$ cat config.mk
export PLATFORM = sky130hd
export DESIGN_NAME = adv_payload_uuid16_matcher
export DESIGN_NICKNAME = d
export VERILOG_FILES = /design/src/hw/rtl/uuidm_pkg.sv /design/src/hw/rtl/adv_payload_uuid16_matcher.sv
export SDC_FILE = /design/constraint.sdc
export NUM_CORES = 1
export LEC_CHECK = 0
export BUFFER_PORTS_ARGS = -buffer_cell sky130_fd_sc_hd__buf_2
export CAP_MARGIN = 10
export CELL_PAD_IN_SITES_DETAIL_PLACEMENT = 1
export CELL_PAD_IN_SITES_GLOBAL_PLACEMENT = 2
export CORE_ASPECT_RATIO = 1.5
export CORE_MARGIN = 4
export CORE_UTILIZATION = 35
export DETAILED_ROUTE_END_ITERATION = 7
export GPL_TIMING_DRIVEN = 0
export PLACE_DENSITY_LB_ADDON = 0.1
export SLEW_MARGIN = 20
export SYNTH_ARGS = -nofsm -noshare
export SYNTH_HDL_FRONTEND = slang
export SYNTH_SLANG_ARGS = --single-unit
$ cat constraint.sdc
create_clock -name clock -period 9.67 [get_ports clock]
set_input_delay 2.901 -clock clock [delete_from_list [all_inputs] [get_ports clock]]
set_output_delay 2.901 -clock clock [all_outputs]
set_load 0.005 [all_outputs]
$ cat src/hw/rtl/uuidm_pkg.sv
// ----------------------------------------------------------------------------
// uuidm_pkg
// Shared constants for the advertising payload UUID16 matcher: parse phase
// codes, list structure type codes, register indexes and register resets.
// ----------------------------------------------------------------------------
package uuidm_pkg;

   localparam int unsigned BYTE_W  = 8;
   localparam int unsigned UUID_W  = 16;
   localparam int unsigned PHASE_W = 2;
   localparam int unsigned CSR_AW  = 4;
   localparam int unsigned CSR_DW  = 32;

   typedef logic [BYTE_W-1:0]  byte_type;
   typedef logic [UUID_W-1:0]  uuid_type;
   typedef logic [PHASE_W-1:0] phase_type;

   // parse phases
   localparam phase_type PH_LEN  = 2'd0;
   localparam phase_type PH_TYPE = 2'd1;
   localparam phase_type PH_DATA = 2'd2;
   localparam phase_type PH_STOP = 2'd3;

   // structure types that carry 16-bit service UUID lists
   localparam byte_type AD_UUID16_PART = 8'h02;
   localparam byte_type AD_UUID16_FULL = 8'h03;

   // register indexes
   localparam logic [1:0] REG_UUID_A = 2'd0;
   localparam logic [1:0] REG_UUID_B = 2'd1;
   localparam logic [1:0] REG_UUID_C = 2'd2;
   localparam logic [1:0] REG_UUID_D = 2'd3;

   // register reset values
   localparam uuid_type UUID_A_RST = 16'h3080;
   localparam uuid_type UUID_B_RST = 16'h3081;
   localparam uuid_type UUID_C_RST = 16'h3082;
   localparam uuid_type UUID_D_RST = 16'h3083;

endpackage

$ cat src/hw/rtl/adv_payload_uuid16_matcher.sv
// ----------------------------------------------------------------------------
// adv_payload_uuid16_matcher
// Walks an advertising payload byte by byte and reports whether any of four
// configured 16-bit service UUIDs appears in a complete UUID16 list.
//
// Usage:
//   Request channel (req_valid/req_ready): one payload byte per request,
//   req_last_byte marks the final byte of the payload. Non-last bytes only
//   update the parse state and produce nothing.
//   Response channel (rsp_valid/rsp_ready): one response per payload, issued
//   for the last byte, carrying rsp_uuid_found.
//   Config port (APB style, always ready): uuid_a..uuid_d at byte addresses
//   0x0, 0x4, 0x8, 0xC. Write only while no payload is in flight.
// Timing:
//   One request per cycle sustained while rsp_ready keeps up. The parse update
//   is a single combinational pass into the state registers; the response
//   appears in the cycle after the last byte is taken, from an output register.
//   While a response waits for rsp_ready, requests are still taken as long as
//   the waiting response is being taken in the same cycle; otherwise
//   req_ready drops until the output register frees up.
// Reset:
//   Synchronous, active high. Parse state returns to expecting a length byte,
//   the UUID registers return to 0x3080..0x3083, no response is pending.
// ----------------------------------------------------------------------------
module adv_payload_uuid16_matcher (
   input  logic                       clock,
   input  logic                       reset,
   // request channel
   input  logic                       req_valid,
   output logic                       req_ready,
   input  uuidm_pkg::byte_type        req_payload_byte,
   input  logic                       req_last_byte,
   // response channel
   output logic                       rsp_valid,
   input  logic                       rsp_ready,
   output logic                       rsp_uuid_found,
   // configuration port
   input  logic                       psel,
   input  logic                       penable,
   input  logic                       pwrite,
   input  logic [uuidm_pkg::CSR_AW-1:0] paddr,
   input  logic [uuidm_pkg::CSR_DW-1:0] pwdata,
   output logic [uuidm_pkg::CSR_DW-1:0] prdata,
   output logic                       pready
);
   import uuidm_pkg::*;

   // configuration registers
   uuid_type uuid_a_ff, uuid_b_ff, uuid_c_ff, uuid_d_ff;

   // parse state
   phase_type phase_ff, phase_in;
   byte_type  left_ff, left_in;
   logic      list_ff, list_in;
   byte_type  low_ff, low_in;
   logic      half_ff, half_in;
   logic      pend_ff, pend_in;
   logic      commit_ff, commit_in;

   // output register
   logic      rsp_valid_ff, rsp_valid_in;
   logic      found_ff, found_in;

   logic      req_acc;
   logic      csr_wr;
   logic [1:0] csr_idx;
   byte_type  left_dec;
   uuid_type  uuid_word;
   logic      uuid_hit;

   assign req_ready      = !rsp_valid_ff || rsp_ready;
   assign req_acc        = req_valid && req_ready;
   assign rsp_valid      = rsp_valid_ff;
   assign rsp_uuid_found = found_ff;

   // ---------------------------------------------------------------- config
   assign pready  = 1'b1;
   assign csr_wr  = psel && penable && pwrite;
   assign csr_idx = paddr[3:2];

   always_ff @(posedge clock) begin
      if (reset) begin
         uuid_a_ff <= UUID_A_RST;
         uuid_b_ff <= UUID_B_RST;
         uuid_c_ff <= UUID_C_RST;
         uuid_d_ff <= UUID_D_RST;
      end else if (csr_wr) begin
         unique case (csr_idx)
            REG_UUID_A: uuid_a_ff <= pwdata[UUID_W-1:0];
            REG_UUID_B: uuid_b_ff <= pwdata[UUID_W-1:0];
            REG_UUID_C: uuid_c_ff <= pwdata[UUID_W-1:0];
            REG_UUID_D: uuid_d_ff <= pwdata[UUID_W-1:0];
            default: ;
         endcase
      end
   end

   always_comb begin
      prdata = '0;
      unique case (csr_idx)
         REG_UUID_A: prdata[UUID_W-1:0] = uuid_a_ff;
         REG_UUID_B: prdata[UUID_W-1:0] = uuid_b_ff;
         REG_UUID_C: prdata[UUID_W-1:0] = uuid_c_ff;
         REG_UUID_D: prdata[UUID_W-1:0] = uuid_d_ff;
         default: prdata = '0;
      endcase
   end

   // ---------------------------------------------------------------- parse
   assign left_dec  = left_ff - 8'd1;
   assign uuid_word = {req_payload_byte, low_ff};
   assign uuid_hit  = (uuid_word == uuid_a_ff) || (uuid_word == uuid_b_ff) ||
                      (uuid_word == uuid_c_ff) || (uuid_word == uuid_d_ff);

   always_comb begin
      phase_in  = phase_ff;
      left_in   = left_ff;
      list_in   = list_ff;
      low_in    = low_ff;
      half_in   = half_ff;
      pend_in   = pend_ff;
      commit_in = commit_ff;

      unique case (phase_ff)
         PH_LEN: begin
            if (req_payload_byte == '0) begin
               phase_in = PH_STOP;
            end else begin
               left_in  = req_payload_byte;
               phase_in = PH_TYPE;
            end
         end
         PH_TYPE: begin
            list_in = (req_payload_byte == AD_UUID16_PART) ||
                      (req_payload_byte == AD_UUID16_FULL);
            half_in = 1'b0;
            pend_in = 1'b0;
            left_in = left_dec;
            if (left_dec == '0) begin
               // structure holds only a type byte: close it with nothing pending
               phase_in = PH_LEN;
            end else begin
               phase_in = PH_DATA;
            end
         end
         PH_DATA: begin
            if (list_ff) begin
               if (!half_ff) begin
                  low_in  = req_payload_byte;
                  half_in = 1'b1;
               end else begin
                  if (uuid_hit) begin
                     pend_in = 1'b1;
                  end
                  half_in = 1'b0;
               end
            end
            left_in = left_dec;
            if (left_dec == '0) begin
               // structure complete: commit its match
               commit_in = commit_ff | pend_in;
               pend_in   = 1'b0;
               phase_in  = PH_LEN;
            end
         end
         PH_STOP: ;
         default: ;
      endcase

      found_in = commit_in;

      if (req_last_byte) begin
         phase_in  = PH_LEN;
         left_in   = '0;
         list_in   = 1'b0;
         low_in    = '0;
         half_in   = 1'b0;
         pend_in   = 1'b0;
         commit_in = 1'b0;
      end
   end

   always_ff @(posedge clock) begin
      if (reset) begin
         phase_ff  <= PH_LEN;
         left_ff   <= '0;
         list_ff   <= 1'b0;
         low_ff    <= '0;
         half_ff   <= 1'b0;
         pend_ff   <= 1'b0;
         commit_ff <= 1'b0;
      end else if (req_acc) begin
         phase_ff  <= phase_in;
         left_ff   <= left_in;
         list_ff   <= list_in;
         low_ff    <= low_in;
         half_ff   <= half_in;
         pend_ff   <= pend_in;
         commit_ff <= commit_in;
      end
   end

   // ---------------------------------------------------------------- output
   always_comb begin
      rsp_valid_in = rsp_valid_ff;
      if (rsp_valid_ff && rsp_ready) begin
         rsp_valid_in = 1'b0;
      end
      if (req_acc && req_last_byte) begin
         rsp_valid_in = 1'b1;
      end
   end

   always_ff @(posedge clock) begin
      if (reset) begin
         rsp_valid_ff <= 1'b0;
      end else begin
         rsp_valid_ff <= rsp_valid_in;
      end
   end

   always_ff @(posedge clock) begin
      if (req_acc && req_last_byte) begin
         found_ff <= found_in;
      end
   end

   // ---------------------------------------------------------------- checks
   a_rsp_from_last: assert property (@(posedge clock) disable iff (reset)
      $rose(rsp_valid_ff) |-> $past(req_valid && req_ready && req_last_byte))
      else $error("response raised without a last-byte request");

   a_clear_after_last: assert property (@(posedge clock) disable iff (reset)
      (req_acc && req_last_byte) |=> (phase_ff == PH_LEN) && !commit_ff && !pend_ff)
      else $error("parse state not cleared after last byte");

   a_stop_holds: assert property (@(posedge clock) disable iff (reset)
      (phase_ff == PH_STOP) && !(req_acc && req_last_byte) |=> (phase_ff == PH_STOP))
      else $error("left stopped phase before end of payload");

   a_pend_needs_list: assert property (@(posedge clock) disable iff (reset)
      pend_ff |-> list_ff)
      else $error("pending match outside a UUID16 list");

endmodule

Word level (Yosys, flattened, before mapping). Index checks and enable logic that the tools add are counted.

Bitwise logic cells: 1. Equality and inequality tests: 15. Muxes and demuxes: 31. Add/sub/neg operators: 1. Reductions and logical operators: 33.

Operator list (number): 16-bit equality test (4); 16-bit case mux with 4 select lines (1); 8-bit 2-to-1 mux (6); 8-bit by 2-bit equality test with 1-bit output (second input constant) (2); 8-bit zero test (2); 1-bit 2-to-1 mux (16); 8-bit case mux with 2 select lines (1); 2-bit AND reduction (6); 3-bit inequality test (second input constant) (3); 3-bit AND reduction (3); 2-bit 2-to-1 mux (4); 2-bit nonzero test (4); 8-bit by 1-bit subtractor with 8-bit output (second input constant) (1); 2-bit equality test (second input constant) (3); 2-bit case mux with 3 select lines (1); 3-bit nonzero test (2); 1-bit logical AND (5); 1-bit logical OR (5); 2-bit by 1-bit equality test with 1-bit output (second input constant) (2); 2-bit zero test (2); 1-bit case mux with 2 select lines (2); 4-bit AND reduction (1); 4-bit nonzero test (1); 2-bit inequality test (second input constant) (1); 3 further kinds (3).

Output and inout port bits: 36. Register bits: 88. Bits of input ports: 52.

Logic depth before layout (Yosys ltp). Gate-level depths: netlist of the first run.

Word-level depth: 12. Gate-level depth with buffers: 9. Mapped depth without buffers: 8.

Worst setup path after synthesis of the first run. Ideal clock, no wire load.

Path type: input port to output port. From: in paddr[3] (netlist name). To: out prdata[0] (netlist name). Path slack: 2.556 ns. Data arrival time: 4.213 ns. Buffers on the path: 2. Cell stages on the path: 3. Path through: buf_1 buf_2 mux4_2.

Word-level cells in the longest chain between the ends: 2.

RTL lines: from (decl) (line adv_payload_uuid16_matcher.sv:41) `input logic [uuidm_pkg::CSR_AW-1:0] paddr,`; 2-bit equality test, or another cell as far along (line adv_payload_uuid16_matcher.sv:100) `unique case (csr_idx)`; 16-bit case mux with 4 select lines (*) (line adv_payload_uuid16_matcher.sv:100); to (decl) (line adv_payload_uuid16_matcher.sv:43) `output logic [uuidm_pkg::CSR_DW-1:0] prdata,`.

Every way passes the cells marked *; elsewhere a longest branch is shown, timed or not.

Worst setup path in the final report of the first run.
From: in paddr[3] (netlist name). To: out prdata[11] (netlist name).

The elaborated chain is that of the path after synthesis.

==> results of run 1 <==
## placed cells by master (no fill, tap or decap), drive strengths merged, types with 2 or more instances in the layout
cell type / n
o21ai: 13
ha: 5
mux2i: 6
or3: 3
and3: 3
nor2: 33
dfxtp: 87
clkinv: 3
a2bb2oi: 4
conb: 17
a21oi: 54
a41oi: 2
clkbuf: 41
a31oi: 2
nand3: 20
buf: 78
nand3b: 2
nor4: 21
xor2: 65
nor3: 8
inv: 14
a22oi: 10
nand4: 6
nand2: 141
and2: 6
nand2b: 2
mux4: 16
## layer usage
layer | routed length, µm | part of all wire (%) | GRT usage (%)
met1 | 6755 | 38 | 23.38
met2 | 9921 | 56 | 42.94
met3 | 458 | 2.6 | 3.090
met4 | 511 | 2.9 | 8.519
met5 | 0 | 0 | 0
## how the worst max path moves through the flow
stage / end / slack, ps / cells past startpoint
2_1_floorplan: prdata[0] / 2560 / 3
3_3_place_gp: prdata[0] / 1890 / 5
3_5_place_dp: prdata[0] / 1870 / 5
4_1_cts: prdata[11] / 1870 / 5
5_1_grt: prdata[0] / 1770 / 5
6_report: prdata[11] / 1930 / 5
## per-stage QoR
| step | power, µW | utilization (%) | hold WS [ps] | setup WS, ps |
|---|---|---|---|---|
| floorplan | 456.1 | - | 444.1 | 2556 |
| global placement | 493.5 | 39.43 | 463.5 | 1890 |
| detailed placement | 495.7 | 39.51 | 461.4 | 1872 |
| CTS | 822.3 | 41.41 | 470.4 | 1868 |
| global route | 848.1 | 41.41 | 497.9 | 1768 |
| finish | 816.2 | 41.41 | 472.9 | 1927 |
## worst max-delay path, cell delays in order
cell    delay [ps]
buf_2          130
buf_1          590
buf_2          500
mux4_2         580
buf_2          150
## flip-flops by register name, indices dropped and copies added (netlist names)
register	count
commit_ff	1
rsp_valid	1
uuid_a_ff	16
list_ff	1
low_ff	8
left_ff	8
rsp_uuid_found	1
half_ff	1
phase_ff	2
uuid_d_ff	16
uuid_c_ff	16
pend_ff	1
uuid_b_ff	16
## power breakdown
part | internal, µW | switching (µW) | leakage, µW
sequential | 370 | 6.73 | 0.000714
clock | 181 | 148 | 0.000130
combinational | 42.9 | 68.2 | 0.00157
## synth_stat cells (6+ instances only)
library cell,count
a21oi_1,54
a22oi_1,10
buf_4,19
buf_6,11
clkbuf_1,27
dfxtp_1,87
inv_1,14
mux2i_1,6
mux4_2,16
nand2_1,141
nand3_1,20
nand4_1,6
nor2_1,33
nor3_1,7
nor4_1,20
o21ai_0,12
xor2_1,61
## final cells by class
cell class                      count  area share (%)
Inverter                           15          0.9671
Sequential cell                    88           30.43
Buffer                             65           7.307
Multi-Input combinational cell    455           48.87
Clock inverter                      3          0.3009
Clock buffer                       13           4.298
Tap cell                          192           4.126
Timing Repair Buffer               43           3.697
## cell families (layout without fill, tap and decap cells)
| logic type | after synthesis | in the layout |
|---|---|---|
| fa+ha+maj | 5 | 5 |
| compound gates | 96 | 96 |
| other cells | 2 | 17 |
| xor+xnor | 65 | 65 |
| buf+inv | 80 | 139 |
| flops | 88 | 88 |
| mux | 22 | 22 |
| simple gates | 250 | 250 |
==> metrics.md, run 1 <==
| Metric | Value |
|---|---|
| Status | complete, no violations |
| H-tree depth | 3 |
| Core area | about 14,000 µm² |
| Synth Area in XOR/XNOR | between 10% and 20% |
| Die area | around 16,000 µm² |
| Async SR Flop Fraction | 0% |
| Maximum vdd drop | around 60 µV |
| Power Density | approximately 140 nW/µm² |
| Worst setup EP type | output pin |
| RSZ-0062 raised after global routing | false |
| Proportion of layout cells with a drive suffix above 1 | approximately 17% |
| Max Transition Viols Final | 0 |
| Hold path cells | 2 |
| DP Cell Count | roughly 860 |
| Leading area contributor after synthesis | dfxtp_1 |
| GRT Total Usage | 21.99% |
| Initial antenna violation count | 0 |
| Simple-Gate Fraction of Synth Area | around 22% |
| Required @ worst endpoint | ~6800 ps |
| Post-synth top flop | dfxtp_1 |
| Main combinational cell family by area after synthesis | simple AND/OR/NAND/NOR gates |
| Fin area | ~5800 µm² |
| Multi-input logic area | 2845 µm² |
| Initial DRT Pass Iterations | 4 |
| Layout area overhead | 15.72% |
| #FFs+latches synth | 88 |
| Worst-path maximum fanout | 10 |
| Max Clk Rate | approximately 130 MHz |
| # nets final | 734 |
| Minimum clock period | 7743 ps |
| Worst-Skew Late Latency | roughly 350 ps |
| Final Skew | ~5.1 ps |
| Post-route insts no fill | approximately 870 |
| Post-DP Area | 5554 µm² |
| Cts bufs inserted | 9 |
| Placer Congestion | between 0.9 and 1 |
| Residual DRC count | 0 |
| CTS sink count | 88 |
| Routed vias/inst | about 5 |
| CP Launch Type | input port |
| Post-synthesis sequential area ratio | 35.22% |
| WL/cell | approximately 20 µm |
| YS warnings | 0 |
| First-pass GRT wire length | 27,140 µm |
| Total of max-cap violations | 0 |
| DR iter-0 viols | 154 |
| Wirelength, routed | 17,650 µm |
| Vias in the first global route | about 4,800 |
| Clock slew at reported path FFs | 60 ps |
| HPWL Detailed | around 14,000 µm |
| DIE WIDTH | ~110 µm |
| Syn Inst Count | between 600 and 700 |
| Largest net degree at the start of global routing | 14 |
| Synth area leaders | dfxtp_1, xor2_1, nand2_1 |
| Storage cell area | 1772 µm² |
| Setup tns final | 0 ps |
| Via count | around 4,500 |
| Hold Crit Start | left_ff[7] |
| Mux cell area share after synthesis | 8.356% |
| Starting Density | between 30% and 40% |
| CP Launch Point | paddr[3] |
| CTS Root Cell | clkbuf_16 |
| # fillers | approximately 1,800 |
| Synth top area share | about 35% |
| Slew headroom | around 46% |
| Compound-Gate Fraction of Synth Area | 11.42% |
| Post-synth EDFFs | 1 |
| Worst Hold Class | flop to flop |
| # port buffers | 43 |
| R2r worst-path depth | 9 |
| Rows | between 50 and 60 |
| Synthesized area | between 5000 and 6000 µm² |
| Clk buf depth | 2 |
| Fin. Hold Viols | 0 |
| Worst-margin pin slew | around 810 ps |
| Library cells used by synthesis | 55 |
| Post_cts resized | 0 |
| CTS tree | built |
| WHS Endpoint | left_ff[7] |
| Fin crit share | between 80% and 90% |
| Crit path DAT | approximately 4800 ps |
| Reg-to-Reg Start | left_ff[0] |
| R2R setup slack | just over 7000 ps |
| Crit path kind | input port to output pin |
| Ports | 88 |
| Reg-to-reg endpoint | phase_ff[1] |
| Adder-Cell Fraction of Synth Area | about 1.2% |
| Final setup viols | 0 |
| Die H | about 150 µm |
| Number of diodes | 0 |
| Syn Area/Cell | around 8.3 µm² |
| CTS Hold Bufs | 0 |
| Antenna Nets Post-Route | 0 |
| Leak | 0.002417 µW |
| Setup Fix Bufs, Post-CTS | 0 |
| Grt ovf | 0 |
Power figures use the tool's default switching activity.
==> run 2: changes to the inputs <==
CORE_UTILIZATION = 30   (was 35)
clock period = 6.8 ns   (was 9.67 ns; I/O delays follow)
==> run 2 against run 1 <==
Non-clock buffer count stayed put; die area is 16% higher; highest routed layer unchanged; largest cell class unchanged; clock skew is 2.7 ps higher; via count is 0.74% higher; power is 61% higher; cell count is 1.6% higher.
==> metrics.md, run 2 (same netlist as run 1, synthesis figures left out) <==
| Metric | Value |
|---|---|
| H-tree depth | 3 (unchanged) |
| # port buffers | 43 (unchanged) |
| Ports | 88 (unchanged) |
| Crit path DAT | 4040 ps (-800 ps) |
| Commonest non-fill, non-tap cell in the layout | nand2_1 |
| Initial antenna violation count | 0 (unchanged) |
| Post-DP Area | 5572 µm² (+0.32%) |
| Hold path cells | 2 (unchanged) |
| Final setup viols | 0 (unchanged) |
| Cts bufs inserted | 9 (unchanged) |
| CTS Hold Bufs | 0 (unchanged) |
| Worst-path maximum fanout | 10 (unchanged) |
| Via count | 4,500 (+0.74%) |
| Placer Congestion | 0.8432 (-11%) |
| DP Worst Slack | 682.4 ps (-1190 ps) |
| CTS tree | built |
| Worst-Skew Late Latency | 350 ps (about the same) |
| First-pass GRT wire length | 28,390 µm (+4.6%) |
| Fin area | 5941 µm² (+2.0%) |
| DR iter-0 viols | 282 (+83%) |
| Final Skew | 7.706 ps (+2.654 ps) |
| Grt ovf | 0 (unchanged) |
| Max Transition Viols Final | 0 (unchanged) |
| Initial DRT Pass Iterations | 4 (unchanged) |
| Rows | 57 (+7.5%) |
| Post_cts resized | 0 (unchanged) |
| Maximum vdd drop | 88.60 µV (+46%) |
| WL/cell | 20.65 µm (+2.3%) |
| Setup ws final | 723.6 ps (-1203 ps) |
| DIE WIDTH | 113.7 µm (+7.4%) |
| # nets final | 734 (unchanged) |
| R2r worst-path depth | 9 (unchanged) |
| Core area | 16,330 µm² (+16%) |
| Required @ worst endpoint | 4760 ps (-2010 ps) |
| Fin. Hold Viols | 0 (unchanged) |
| Largest net degree at the start of global routing | 16 (+2) |
| Worst-margin pin slew | 841.2 ps (+32.24 ps) |
| CP Launch Type | input port |
| Residual DRC count | 0 (unchanged) |
| Starting Density | 30.81% (-5.0 points) |
| Slew headroom | 43.45% (-2.2 points) |
| Clock slew at reported path FFs | 70 ps (about the same) |
| Worst setup EP type | output pin |
| Fin crit share | 89.36% |
| Minimum clock period | 6076 ps |
| CTS Root Cell | clkbuf_16 |
| Antenna Nets Post-Route | 0 (unchanged) |
| Routed vias/inst | 5.068 (-0.85%) |
| Vias in the first global route | 4,928 (+3.5%) |
| Number of diodes | 0 (unchanged) |
| Power Density | 221.3 nW/µm² (+58%) |
| Status | complete, no violations |
| Setup tns final | 0 ps (unchanged) |
| GRT Total Usage | 19.84% (-2.2 points) |
| Worst Hold Class | flop to flop |
| Leak | 0.002459 µW (+1.7%) |
| Die area | 18,950 µm² (+16%) |
| Proportion of layout cells with a drive suffix above 1 | 17.74% (+0.44 points) |
| Most frequent cells in the layout | nand2_1, dfxtp_1, xor2_1 |
| DP Cell Count | 872 (+1.6%) |
| Post-route insts no fill | 888 (+1.6%) |
| HPWL Detailed | 14,400 µm (+4.2%) |
| Setup Fix Bufs, Post-CTS | 0 (unchanged) |
| Layout area overhead | 18.08% |
| Die H | 166.6 µm (+7.6%) |
| Max Clk Rate | about 160 MHz |
| Wirelength, routed | 18,330 µm (+3.9%) |
| CTS sink count | 88 (unchanged) |
| Clk buf depth | 2 (unchanged) |
| Crit path kind | input port to output pin |
| Total of max-cap violations | 0 (unchanged) |
| RSZ-0062 raised after global routing | false |
[run 2: critical path: stages]
cell    delay [ps]
buf_2          130
buf_1          640
buf_2          500
mux4_2         580
buf_2          150
[run 2: path summary, 6_finish.rpt]
path	from	to	slack [ps]
hold reg to reg	left_ff[7]	left_ff[7]	480
hold / removal	left_ff[7]	left_ff[7]	480
setup / recovery	paddr[3]	prdata[1]	720
setup reg to reg	left_ff[0]	phase_ff[1]	4290
[run 2: layout make-up]
type                       count  area, µm²
fill                        1997      10390
timing repair buffer          43      215.2
clock inverter                 7      143.9
clock buffer                   9      225.2
multi-input combinational    455       2845
tap                          206      257.7
buffer                        65      425.4
inverter                      15      56.30
sequential                    88       1772
[run 2: through the flow]
stage | power (µW) | hold slack [ps] | util, %
final | 1315 | 480.3 | 36.37
after global placement | 704.1 | 463.3 | 34.05
after global routing | 1361 | 512.2 | 36.37
after detailed placement | 708.0 | 477.5 | 34.11
after CTS | 1330 | 486.2 | 36.37
after floorplan | 648.6 | 444.1 | -
[run 2: power breakdown]
part | internal, µW | switching, µW | total [µW]
clock network | 397 | 223 | 620
logic | 60.9 | 98.4 | 159
registers | 526 | 9.77 | 535
total | 984 | 331 | 1310
[run 2: metal layers]
layer / track usage (%) / vias to the layer above / wire length (µm)
met1: 21.35 / 2227 / 7058
met4: 6.642 / 0 / 450
met3: 2.904 / 24 / 558
met2: 38.47 / 86 / 10270
met5: 0 / - / 0
li1: - / 2163 / -
